<file path="config.mk">
export PLATFORM = sky130hd
export DESIGN_NAME = worst_fit_heap_allocator_unit
export DESIGN_NICKNAME = d
export VERILOG_FILES = /design/src/hdl/whfa_pkg.sv /design/src/hdl/whfa_ram.sv /design/src/hdl/whfa_seq.sv /design/src/hdl/worst_fit_heap_allocator_unit.sv
export SDC_FILE = /design/constraint.sdc
export NUM_CORES = 2
export LEC_CHECK = 0
export ABC_AREA = 0
export BUFFER_PORTS_ARGS = -buffer_cell sky130_fd_sc_hd__buf_2
export CAP_MARGIN = 30
export CORE_ASPECT_RATIO = 2
export CORE_MARGIN = 10
export CORE_UTILIZATION = 40
export DETAILED_ROUTE_END_ITERATION = 10
export GPL_ROUTABILITY_DRIVEN = 0
export PLACE_DENSITY = 0.57
export SYNTH_ARGS = -nofsm -noshare
export SYNTH_HDL_FRONTEND = slang
export SYNTH_SLANG_ARGS = --single-unit
</file>
<file path="constraint.sdc">
create_clock -name clock -period 13.6 [get_ports clock]
set_input_delay 0.68 -clock clock [delete_from_list [all_inputs] [get_ports clock]]
set_output_delay 0.68 -clock clock [all_outputs]
set_load 0.005 [all_outputs]
</file>
<file path="src/hdl/whfa_pkg.sv">
// Package for the worst-fit heap allocator: widths, codes, table entry, request and result types.
// No dependencies.
package whfa_pkg;

   localparam int MAX_BLOCKS_DEF   = 64;
   localparam int HEADER_BYTES_DEF = 24;
   localparam int ARENA_MAX        = 65536;
   localparam int ARENA_FLOOR      = 64;

   localparam int SW  = 17;
   localparam int OFW = 16;

   localparam logic [1:0] ST_OK      = 2'd0;
   localparam logic [1:0] ST_NOFIT   = 2'd1;
   localparam logic [1:0] ST_BADFREE = 2'd2;

   localparam logic MODE_ALLOC = 1'b0;
   localparam logic MODE_FREE  = 1'b1;

   typedef struct packed {
      logic [SW-1:0] start;
      logic [SW-1:0] size;
      logic          used;
   } entry_type;

   localparam int ENTRY_W = $bits(entry_type);

   typedef struct packed {
      logic [1:0]     status;
      logic [OFW-1:0] offset;
      logic [SW-1:0]  free_bytes;
   } result_type;

   typedef struct packed {
      logic mode;
      logic [15:0] req_size;
      logic [15:0] free_offset;
   } request_type;

endpackage

</file>
<file path="src/hdl/whfa_ram.sv">
// Generic single-write, single-read RAM with registered read data.
// No dependencies.
module whfa_ram #(
   parameter int WIDTH = 8,
   parameter int DEPTH = 16
) (
   input  logic                     clock,
   input  logic                     wr_en,
   input  logic [$clog2(DEPTH)-1:0] wr_addr,
   input  logic [WIDTH-1:0]         wr_data,
   input  logic [$clog2(DEPTH)-1:0] rd_addr,
   output logic [WIDTH-1:0]         rd_data
);

   logic [WIDTH-1:0] mem [DEPTH];
   logic [WIDTH-1:0] rd_data_ff;

   always_ff @(posedge clock) begin
      if (wr_en) begin
         mem[wr_addr] <= wr_data;
      end
      rd_data_ff <= mem[rd_addr];
   end

   assign rd_data = rd_data_ff;

endmodule

</file>
<file path="src/hdl/whfa_seq.sv">
// Sequencer for the allocator: scans, shifts and merges the block table one entry per step.
// Depends on whfa_pkg and whfa_ram.
module whfa_seq
   import whfa_pkg::*;
#(
   parameter int MAX_BLOCKS   = MAX_BLOCKS_DEF,
   parameter int HEADER_BYTES = HEADER_BYTES_DEF
) (
   input  logic          clock,
   input  logic          reset,
   input  logic [SW-1:0] arena,
   input  logic          init_req,
   input  logic          start,
   input  request_type   req,
   input  logic          out_ready,
   output logic          idle,
   output logic          res_valid,
   output result_type    res
);

   localparam int AW = (MAX_BLOCKS > 1) ? $clog2(MAX_BLOCKS) : 1;
   localparam int CW = $clog2(MAX_BLOCKS + 1);
   localparam logic [SW-1:0] HDR = SW'(HEADER_BYTES);
   localparam logic [CW-1:0] MAXC = CW'(MAX_BLOCKS);

   typedef enum logic [3:0] {
      S_INIT, S_IDLE, S_SCAN, S_EVAL, S_SHR, S_SHW, S_WA1, S_WA2,
      S_FM, S_FW, S_SDR, S_SDW, S_DONE
   } state_type;

   state_type state_ff, state_in;
   logic [CW-1:0] count_ff, count_in, ptr_ff, ptr_in;
   logic [SW-1:0] free_ff, free_in;
   request_type   req_ff, req_in;
   result_type    res_ff, res_in;
   logic          found_ff, found_in, cap_ff, cap_in, rval_ff, rval_in;
   logic [CW-1:0] bidx_ff, bidx_in, pos_ff, pos_in;
   logic [1:0]    d_ff, d_in;
   entry_type     best_ff, best_in, prev_ff, prev_in, left_ff, left_in, right_ff, right_in;
   entry_type     mrg_ff, mrg_in;
   logic [AW-1:0] maddr_ff, maddr_in;

   logic          wr_en;
   logic [AW-1:0] wr_addr, rd_addr;
   entry_type     wr_data, rd_data;
   logic [SW-1:0] need;
   logic [SW:0]   hsum;
   logic          last;

   whfa_ram #(.WIDTH(ENTRY_W), .DEPTH(MAX_BLOCKS)) u_ram (
      .clock   (clock),
      .wr_en   (wr_en),
      .wr_addr (wr_addr),
      .wr_data (wr_data),
      .rd_addr (rd_addr),
      .rd_data (rd_data)
   );

   assign need = SW'({1'b0, req_ff.req_size}) + HDR;
   assign hsum = {1'b0, rd_data.start} + {1'b0, HDR};
   assign last = ({1'b0, ptr_ff} + 1'b1) >= {1'b0, count_ff};

   always_comb begin
      state_in = state_ff;
      count_in = count_ff;
      ptr_in   = ptr_ff;
      free_in  = free_ff;
      req_in   = req_ff;
      res_in   = res_ff;
      found_in = found_ff;
      cap_in   = cap_ff;
      rval_in  = rval_ff;
      bidx_in  = bidx_ff;
      pos_in   = pos_ff;
      d_in     = d_ff;
      best_in  = best_ff;
      prev_in  = prev_ff;
      left_in  = left_ff;
      right_in = right_ff;
      mrg_in   = mrg_ff;
      maddr_in = maddr_ff;
      wr_en    = 1'b0;
      wr_addr  = ptr_ff[AW-1:0];
      wr_data  = rd_data;
      rd_addr  = '0;
      res_valid = 1'b0;
      case (state_ff)
         S_INIT: begin
            wr_en    = 1'b1;
            wr_addr  = '0;
            wr_data  = '{start: '0, size: arena - (HDR << 1), used: 1'b0};
            count_in = CW'(1);
            free_in  = arena - (HDR << 1);
            state_in = S_IDLE;
         end
         S_IDLE: begin
            rd_addr = '0;
            if (init_req) begin
               state_in = S_INIT;
            end else if (start) begin
               req_in   = req;
               ptr_in   = '0;
               found_in = 1'b0;
               cap_in   = 1'b0;
               rval_in  = 1'b0;
               state_in = S_SCAN;
            end
         end
         S_SCAN: begin
            rd_addr = AW'(ptr_ff + 1'b1);
            if (req_ff.mode == MODE_ALLOC) begin
               if (!rd_data.used && rd_data.size >= need &&
                   (!found_ff || rd_data.size > best_ff.size)) begin
                  found_in = 1'b1;
                  bidx_in  = ptr_ff;
                  best_in  = rd_data;
               end
            end else begin
               if (rd_data.used && hsum == {2'b0, req_ff.free_offset}) begin
                  found_in = 1'b1;
                  bidx_in  = ptr_ff;
                  best_in  = rd_data;
                  left_in  = prev_ff;
                  cap_in   = 1'b1;
                  rval_in  = 1'b0;
               end else if (cap_ff) begin
                  cap_in   = 1'b0;
                  rval_in  = 1'b1;
                  right_in = rd_data;
               end
            end
            prev_in = rd_data;
            ptr_in  = ptr_ff + 1'b1;
            if (last) begin
               state_in = S_EVAL;
            end
         end
         S_EVAL: begin
            res_in.offset = '0;
            if (req_ff.mode == MODE_ALLOC) begin
               if (found_ff && {1'b0, req_ff.req_size} < free_ff && count_ff < MAXC) begin
                  ptr_in = count_ff;
                  if ({1'b0, count_ff} > {1'b0, bidx_ff} + 1'b1) begin
                     state_in = S_SHR;
                  end else begin
                     state_in = S_WA1;
                  end
               end else begin
                  res_in.status     = ST_NOFIT;
                  res_in.free_bytes = free_ff;
                  state_in          = S_DONE;
               end
            end else begin
               if (found_ff) begin
                  state_in = S_FM;
               end else begin
                  res_in.status     = ST_BADFREE;
                  res_in.free_bytes = free_ff;
                  state_in          = S_DONE;
               end
            end
         end
         S_SHR: begin
            rd_addr  = AW'(ptr_ff - 1'b1);
            state_in = S_SHW;
         end
         S_SHW: begin
            wr_en   = 1'b1;
            wr_addr = ptr_ff[AW-1:0];
            wr_data = rd_data;
            ptr_in  = ptr_ff - 1'b1;
            if ({1'b0, ptr_ff} - 1'b1 > {1'b0, bidx_ff} + 1'b1) begin
               state_in = S_SHR;
            end else begin
               state_in = S_WA1;
            end
         end
         S_WA1: begin
            wr_en    = 1'b1;
            wr_addr  = AW'(bidx_ff + 1'b1);
            wr_data  = '{start: best_ff.start + need, size: best_ff.size - need, used: 1'b0};
            state_in = S_WA2;
         end
         S_WA2: begin
            wr_en    = 1'b1;
            wr_addr  = bidx_ff[AW-1:0];
            wr_data  = '{start: best_ff.start, size: SW'({1'b0, req_ff.req_size}), used: 1'b1};
            count_in = count_ff + 1'b1;
            free_in  = free_ff - need;
            res_in.status     = ST_OK;
            res_in.offset     = OFW'(best_ff.start + HDR);
            res_in.free_bytes = free_ff - need;
            state_in = S_DONE;
         end
         S_FM: begin
            free_in = free_ff + best_ff.size + HDR;
            res_in.status     = ST_OK;
            res_in.free_bytes = free_ff + best_ff.size + HDR;
            mrg_in  = '{start: best_ff.start, size: best_ff.size, used: 1'b0};
            maddr_in = bidx_ff[AW-1:0];
            d_in    = 2'd0;
            pos_in  = bidx_ff + 1'b1;
            if (bidx_ff != '0 && !left_ff.used) begin
               mrg_in.start = left_ff.start;
               maddr_in = AW'(bidx_ff - 1'b1);
               pos_in   = bidx_ff;
               if (rval_ff && !right_ff.used) begin
                  mrg_in.size = left_ff.size + best_ff.size + right_ff.size + (HDR << 1);
                  d_in = 2'd2;
               end else begin
                  mrg_in.size = left_ff.size + best_ff.size + HDR;
                  d_in = 2'd1;
               end
            end else if (rval_ff && !right_ff.used) begin
               mrg_in.size = best_ff.size + right_ff.size + HDR;
               d_in = 2'd1;
            end
            state_in = S_FW;
         end
         S_FW: begin
            wr_en   = 1'b1;
            wr_addr = maddr_ff;
            wr_data = mrg_ff;
            ptr_in  = pos_ff;
            if (d_ff == 2'd0) begin
               state_in = S_DONE;
            end else if ({1'b0, pos_ff} + (CW+1)'(d_ff) < {1'b0, count_ff}) begin
               state_in = S_SDR;
            end else begin
               count_in = count_ff - CW'(d_ff);
               state_in = S_DONE;
            end
         end
         S_SDR: begin
            rd_addr  = AW'(ptr_ff + CW'(d_ff));
            state_in = S_SDW;
         end
         S_SDW: begin
            wr_en   = 1'b1;
            wr_addr = ptr_ff[AW-1:0];
            wr_data = rd_data;
            ptr_in  = ptr_ff + 1'b1;
            if ({1'b0, ptr_ff} + 1'b1 + (CW+1)'(d_ff) < {1'b0, count_ff}) begin
               state_in = S_SDR;
            end else begin
               count_in = count_ff - CW'(d_ff);
               state_in = S_DONE;
            end
         end
         S_DONE: begin
            if (out_ready) begin
               res_valid = 1'b1;
               state_in  = S_IDLE;
            end
         end
         default: begin
            state_in = S_INIT;
         end
      endcase
   end

   always_ff @(posedge clock) begin
      if (reset) begin
         state_ff <= S_INIT;
         count_ff <= CW'(1);
         found_ff <= 1'b0;
         cap_ff   <= 1'b0;
         rval_ff  <= 1'b0;
      end else begin
         state_ff <= state_in;
         count_ff <= count_in;
         found_ff <= found_in;
         cap_ff   <= cap_in;
         rval_ff  <= rval_in;
      end
      ptr_ff   <= ptr_in;
      free_ff  <= free_in;
      req_ff   <= req_in;
      res_ff   <= res_in;
      bidx_ff  <= bidx_in;
      pos_ff   <= pos_in;
      d_ff     <= d_in;
      best_ff  <= best_in;
      prev_ff  <= prev_in;
      left_ff  <= left_in;
      right_ff <= right_in;
      mrg_ff   <= mrg_in;
      maddr_ff <= maddr_in;
   end

   assign idle = (state_ff == S_IDLE);
   assign res  = res_ff;

`ifndef NO_ASSERTIONS
   a_count_range: assert property (@(posedge clock) disable iff (reset)
      count_ff != '0 && count_ff <= MAXC)
      else $error("block count out of range");
   a_init_count: assert property (@(posedge clock) disable iff (reset)
      $past(state_ff == S_INIT) |-> count_ff == CW'(1))
      else $error("table init left wrong count");
   a_ok_offset: assert property (@(posedge clock) disable iff (reset)
      res_valid && res.status == ST_OK && req_ff.mode == MODE_ALLOC |->
      res.offset >= OFW'(HEADER_BYTES))
      else $error("allocated offset below header");
   a_fail_offset: assert property (@(posedge clock) disable iff (reset)
      res_valid && res.status != ST_OK |-> res.offset == '0)
      else $error("failed request with nonzero offset");
`endif

endmodule

</file>
<file path="src/hdl/worst_fit_heap_allocator_unit.sv">
// Worst-fit heap allocator with coalescing: top level with arena register and result register.
// Depends on whfa_pkg, whfa_seq and whfa_ram.
//
// Usage:
//  - req channel (req_valid/req_stall): req_mode 0 allocates req_size bytes,
//    1 frees the block whose payload offset is req_free_offset.
//  - rsp channel (rsp_valid/rsp_stall): rsp_status, rsp_offset, rsp_free_bytes,
//    one result per request, in order.
//  - csr channel (csr_valid/csr_ready): csr_data sets the arena size (saturated
//    to its legal range) and reinitializes the table.
//  - One request at a time. Each request scans every block in the table; a
//    successful allocate or free also moves table entries as needed when an
//    allocate splits a block or a free merges neighbors, with one table read
//    and one table write per cycle.
//  - Reset loads a 65536-byte arena with one free block; req_stall stays high
//    for one cycle while entry 0 is written.
//  - A stalled result holds in the output register; the next request is taken
//    and processed, and waits at its end until the register drains.
module worst_fit_heap_allocator_unit
   import whfa_pkg::*;
#(
   parameter int MAX_BLOCKS   = MAX_BLOCKS_DEF,
   parameter int HEADER_BYTES = HEADER_BYTES_DEF
) (
   input  logic          clock,
   input  logic          reset,
   input  logic          req_valid,
   output logic          req_stall,
   input  logic          req_mode,
   input  logic [15:0]   req_size,
   input  logic [15:0]   req_free_offset,
   output logic          rsp_valid,
   input  logic          rsp_stall,
   output logic [1:0]    rsp_status,
   output logic [15:0]   rsp_offset,
   output logic [16:0]   rsp_free_bytes,
   input  logic          csr_valid,
   output logic          csr_ready,
   input  logic [16:0]   csr_data
);

   localparam int LO = (2 * HEADER_BYTES > ARENA_FLOOR) ? 2 * HEADER_BYTES : ARENA_FLOOR;
   localparam logic [SW-1:0] ARENA_LO = SW'(LO);
   localparam logic [SW-1:0] ARENA_HI = SW'(ARENA_MAX);

   logic [SW-1:0] arena_ff, arena_in;
   logic          rsp_valid_ff, rsp_valid_in;
   result_type    rsp_ff, rsp_in;
   logic          idle, res_valid, out_ready, csr_xfer;
   result_type    res;
   request_type   req;

   assign req       = '{mode: req_mode, req_size: req_size, free_offset: req_free_offset};
   assign csr_ready = idle;
   assign csr_xfer  = csr_valid && csr_ready;
   assign req_stall = !idle || csr_valid;
   assign out_ready = !rsp_valid_ff || !rsp_stall;

   whfa_seq #(.MAX_BLOCKS(MAX_BLOCKS), .HEADER_BYTES(HEADER_BYTES)) u_seq (
      .clock     (clock),
      .reset     (reset),
      .arena     (arena_ff),
      .init_req  (csr_xfer),
      .start     (req_valid && !req_stall),
      .req       (req),
      .out_ready (out_ready),
      .idle      (idle),
      .res_valid (res_valid),
      .res       (res)
   );

   always_comb begin
      arena_in = arena_ff;
      if (csr_xfer) begin
         if (csr_data < ARENA_LO) begin
            arena_in = ARENA_LO;
         end else if (csr_data > ARENA_HI) begin
            arena_in = ARENA_HI;
         end else begin
            arena_in = csr_data;
         end
      end
      rsp_valid_in = rsp_valid_ff && rsp_stall;
      rsp_in       = rsp_ff;
      if (res_valid) begin
         rsp_valid_in = 1'b1;
         rsp_in       = res;
      end
   end

   always_ff @(posedge clock) begin
      if (reset) begin
         arena_ff     <= ARENA_HI;
         rsp_valid_ff <= 1'b0;
      end else begin
         arena_ff     <= arena_in;
         rsp_valid_ff <= rsp_valid_in;
      end
      rsp_ff <= rsp_in;
   end

   assign rsp_valid      = rsp_valid_ff;
   assign rsp_status     = rsp_ff.status;
   assign rsp_offset     = rsp_ff.offset;
   assign rsp_free_bytes = rsp_ff.free_bytes;

endmodule
</file>
==> results.py <==
metrics = {
    "power": {
        "pwr-share-seq_pct": 51.1,
        "swShare_pct": 27.7,
        "power_switching_mw": 5.60,
        "pwr-share-comb_pct": 17.4,
        "p_int_mw": 14.6,
        "ir_worst_vdd_v": 0.000113,
        "p_leak_nw": 41.3,
        "clkPwrFrac_pct": 31.5,
        "power.density_nw_per_um2": 163,
    },
    "global_routing": {
        "overflow": 0,
        "grt_max_degree": 135,
        "grt_pass1_vias": 60800,
        "use_met2_pct": 39.1,
        "antenna_found_initial": 7,
        "track_usage_pct": 20.9,
        "grt_pass1_wl_um": 449000,
        "globalRouteMet3Util_pct": 2.76,
        "met1_usage_pct": 22.0,
        "top_usage_layer": "met2",
    },
    "clocking": {
        "clk_latency_ns": 0.90,
        "ctsLongestPathBuffers": 4,
        "cts.sinks": 2612,
        "cts.clk_slew.worst_paths_ns": 0.08,
        "cts_setup_buffers": 0,
        "postCtsHoldBufs": 35,
        "cts_inserted_buffers": 222,
        "cts_resized": 0,
        "ctsRootBufferMaster": "clkbuf_16",
        "cts_tree": "done",
        "ctsHtreeMaxLevel": 4,
    },
    "timing": {
        "period_share_pct": 45.6,
        "hold_ws_ns": 0.0608,
        "min_period_ns": 6.20,
        "rsz0062_at_grt": "false",
        "hold_violations": 0,
        "slew_viol_final": 0,
        "fmax_ghz": 0.161,
        "finClkSkew_ns": 0.0744,
        "relSlewSlack_pct": 23.0,
        "setup_viol": 0,
        "tightest_slew_ns": 1.15,
        "tns_ns": 0,
    },
    "layout": {
        "area_growth_pct": 12.5,
        "num-fill-cells": 23200,
        "final_nets": 6534,
        "drive_gt1_share_pct": 20.3,
    },
    "floorplan": {
        "initial_core_util_pct": 40.2,
        "io_pins": 93,
        "row_count": 272,
        "coreArea_um2": 275000,
        "die_width_um": 391,
        "die_h_um": 763,
        "die_area_um2": 299000,
    },
    "logic_synthesis": {
        "syn_inst": 5933,
        "synth_common_cells": "2545 x edfxtp_1, 562 x mux4_2, 536 x mux2i_1, 271 x nor2_1, 258 x ha_1",
        "synth-edff-count": 2545,
        "ys_ff_latch": 2612,
        "synth_top_area_share_pct": 69.3,
        "postSynthNetCount": 6257,
        "ys.warnings.count": 0,
        "ys.flop_type": "edfxtp_1",
        "synth_top_area_cell": "edfxtp_1",
        "yosysMostFrequentCell": "edfxtp_1",
        "syn_avg_cell_area_um2": 18.6,
        "syn_area_um2": 110000,
        "yosysUniqueCellTypes": 94,
        "ys_top_cells_by_area": "edfxtp_1 69%, mux4_2 11%, mux2i_1 4.9%",
        "ys_async_sr_fraction_pct": 0,
        "ys_seq_area_share_pct": 70.5,
    },
    "worst_hold_path": {
        "min_path_type": "input pin to flip-flop",
    },
    "routing": {
        "routed_wl_um": 316000,
        "drt_iter0_markers": 4465,
        "drc": 0,
        "vias_per_cell": 5.82,
        "drtPass1Iterations": 8,
        "wl_per_cell_um": 31.8,
        "drtAntennaViolNets": 0,
        "vias": 58000,
    },
    "placed_design": {
        "dp_hpwl_um": 196000,
        "port_buffers": 92,
    },
    "critical_path": {
        "cp_max_fo": 104,
        "critical-path-slowest-cell": "buf_4",
        "path_delay_family": "buffers and inverters",
        "critPathKind": "flip-flop to flip-flop",
        "crit_chain": "ha_1 > inv_1 > fa_1 > nor2_1 > mux2i_1 > nor2_4 > buf_4 > buf_4 > buf_12 > mux4_2 > mux2i_1 > mux2i_1 > mux2i_1 > mux2i_1",
        "crit_buf_inv": 4,
        "worstPathArrival_ns": 6.93,
        "cp-start-kind": "flip-flop",
        "cp_common_cell": "mux2i_1",
        "crit_path_end_kind": "flip-flop",
        "worst_ep_required_time_ns": 14.32,
        "critPathMaxStageDelay_ns": 0.76,
    },
    "job": {
        "drv_cap": 0,
    },
    "run_status": {
        "status": "finished clean",
    },
}
[kinds of logic after synthesis]
family,synth area share [%]
compound gates,3.51
xor+xnor,1.66
fa+ha+maj,3.18
buf+inv,1.49
flops,70.5
mux,16.3
simple gates,3.35
[worst reg2reg max path: stages, from the launching register on]
cell	delay (ns)
edfxtp_1	0.61
ha_1	0.27
inv_1	0.06
fa_1	0.43
nor2_1	0.11
mux2i_1	0.14
nor2_4	0.37
buf_4	0.77
buf_4	0.80
buf_12	0.68
mux4_2	0.76
mux2i_1	0.19
mux2i_1	0.14
mux2i_1	0.55
mux2i_1	0.14
[metrics by stage]
stage	cell area (µm²)	setup WS (ns)	std cells	power [mW]	utilization, %
2_1_floorplan	110000	7.69	5933	12.5	-
3_3_place_gp	116000	7.27	9497	13.9	42.4
3_5_place_dp	117000	7.27	9505	14.0	42.5
4_1_cts	124000	7.25	9937	20.3	45.2
5_1_grt	124000	6.88	9947	20.9	45.2
6_report	124000	7.40	9950	20.2	45.2
[cell type report]
cell class	instances	area (µm²)	area share (%)
Tap cell	3562	4460	3.59
Multi-Input combinational cell	2930	32000	25.7
Antenna cell	5	12.5	0.0101
Timing Repair Buffer	304	2410	1.94
Clock inverter	125	1230	0.988
Clock buffer	272	5830	4.69
Inverter	140	526	0.423
Sequential cell	2612	77800	62.6
[power groups by stage]
stage	Clock, mW	Sequential (mW)	Combinational, mW
5_1_grt	6.77	10.3	3.81
3_3_place_gp	0	10.5	3.40
3_5_place_dp	0	10.5	3.50
6_report	6.37	10.3	3.52
2_1_floorplan	0	10.4	2.14
4_1_cts	6.50	10.3	3.51
[path summary, 6_finish.rpt]
path	slack, ns	cells past startpoint	end	startpoint
worst min-delay path	0.06	3	arena_ff[13]	csr_data[13]
worst min register to register	0.40	0	u_seq.left_ff[20]	u_seq.prev_ff[20]
worst max-delay path	7.40	14	u_seq.u_ram.rd_data[32]	u_seq.ptr_ff[0]
worst max register to register	7.40	14	u_seq.u_ram.rd_data[32]	u_seq.ptr_ff[0]
[flip-flops by register name, summed over array words and instances, names as in the netlist, 16 cells and up]
name	flops
arena_ff	17
rsp_free_bytes	17
rsp_offset	16
u_seq.best_ff	34
u_seq.free_ff	17
u_seq.left_ff	35
u_seq.mrg_ff	34
u_seq.prev_ff	35
u_seq.req_ff	33
u_seq.res	35
u_seq.right_ff	18
u_seq.u_ram.mem	2240
u_seq.u_ram.rd_data	35
[metal layers]
metal,vias up,wire length (µm)
met2,1879,172000
met1,30700,107000
met3,790,14000
met5,-,30
li1,24500,-
met4,4,22600
[cell usage in the layout (no fill, tap or decap), drive strengths merged, types with 47 or more instances in the layout]
master and count:
edfxtp 2545, mux4 562, mux2i 536, clkbuf 272
nor2 272, buf 269, ha 258, nand2 196
inv 145, a21oi 135, xnor2 132, o21ai 107
clkinv 88, xor2 74, dfxtp 67, nand3 65
a21o 56, nor3 47
(Power assumes the default switching activity.)
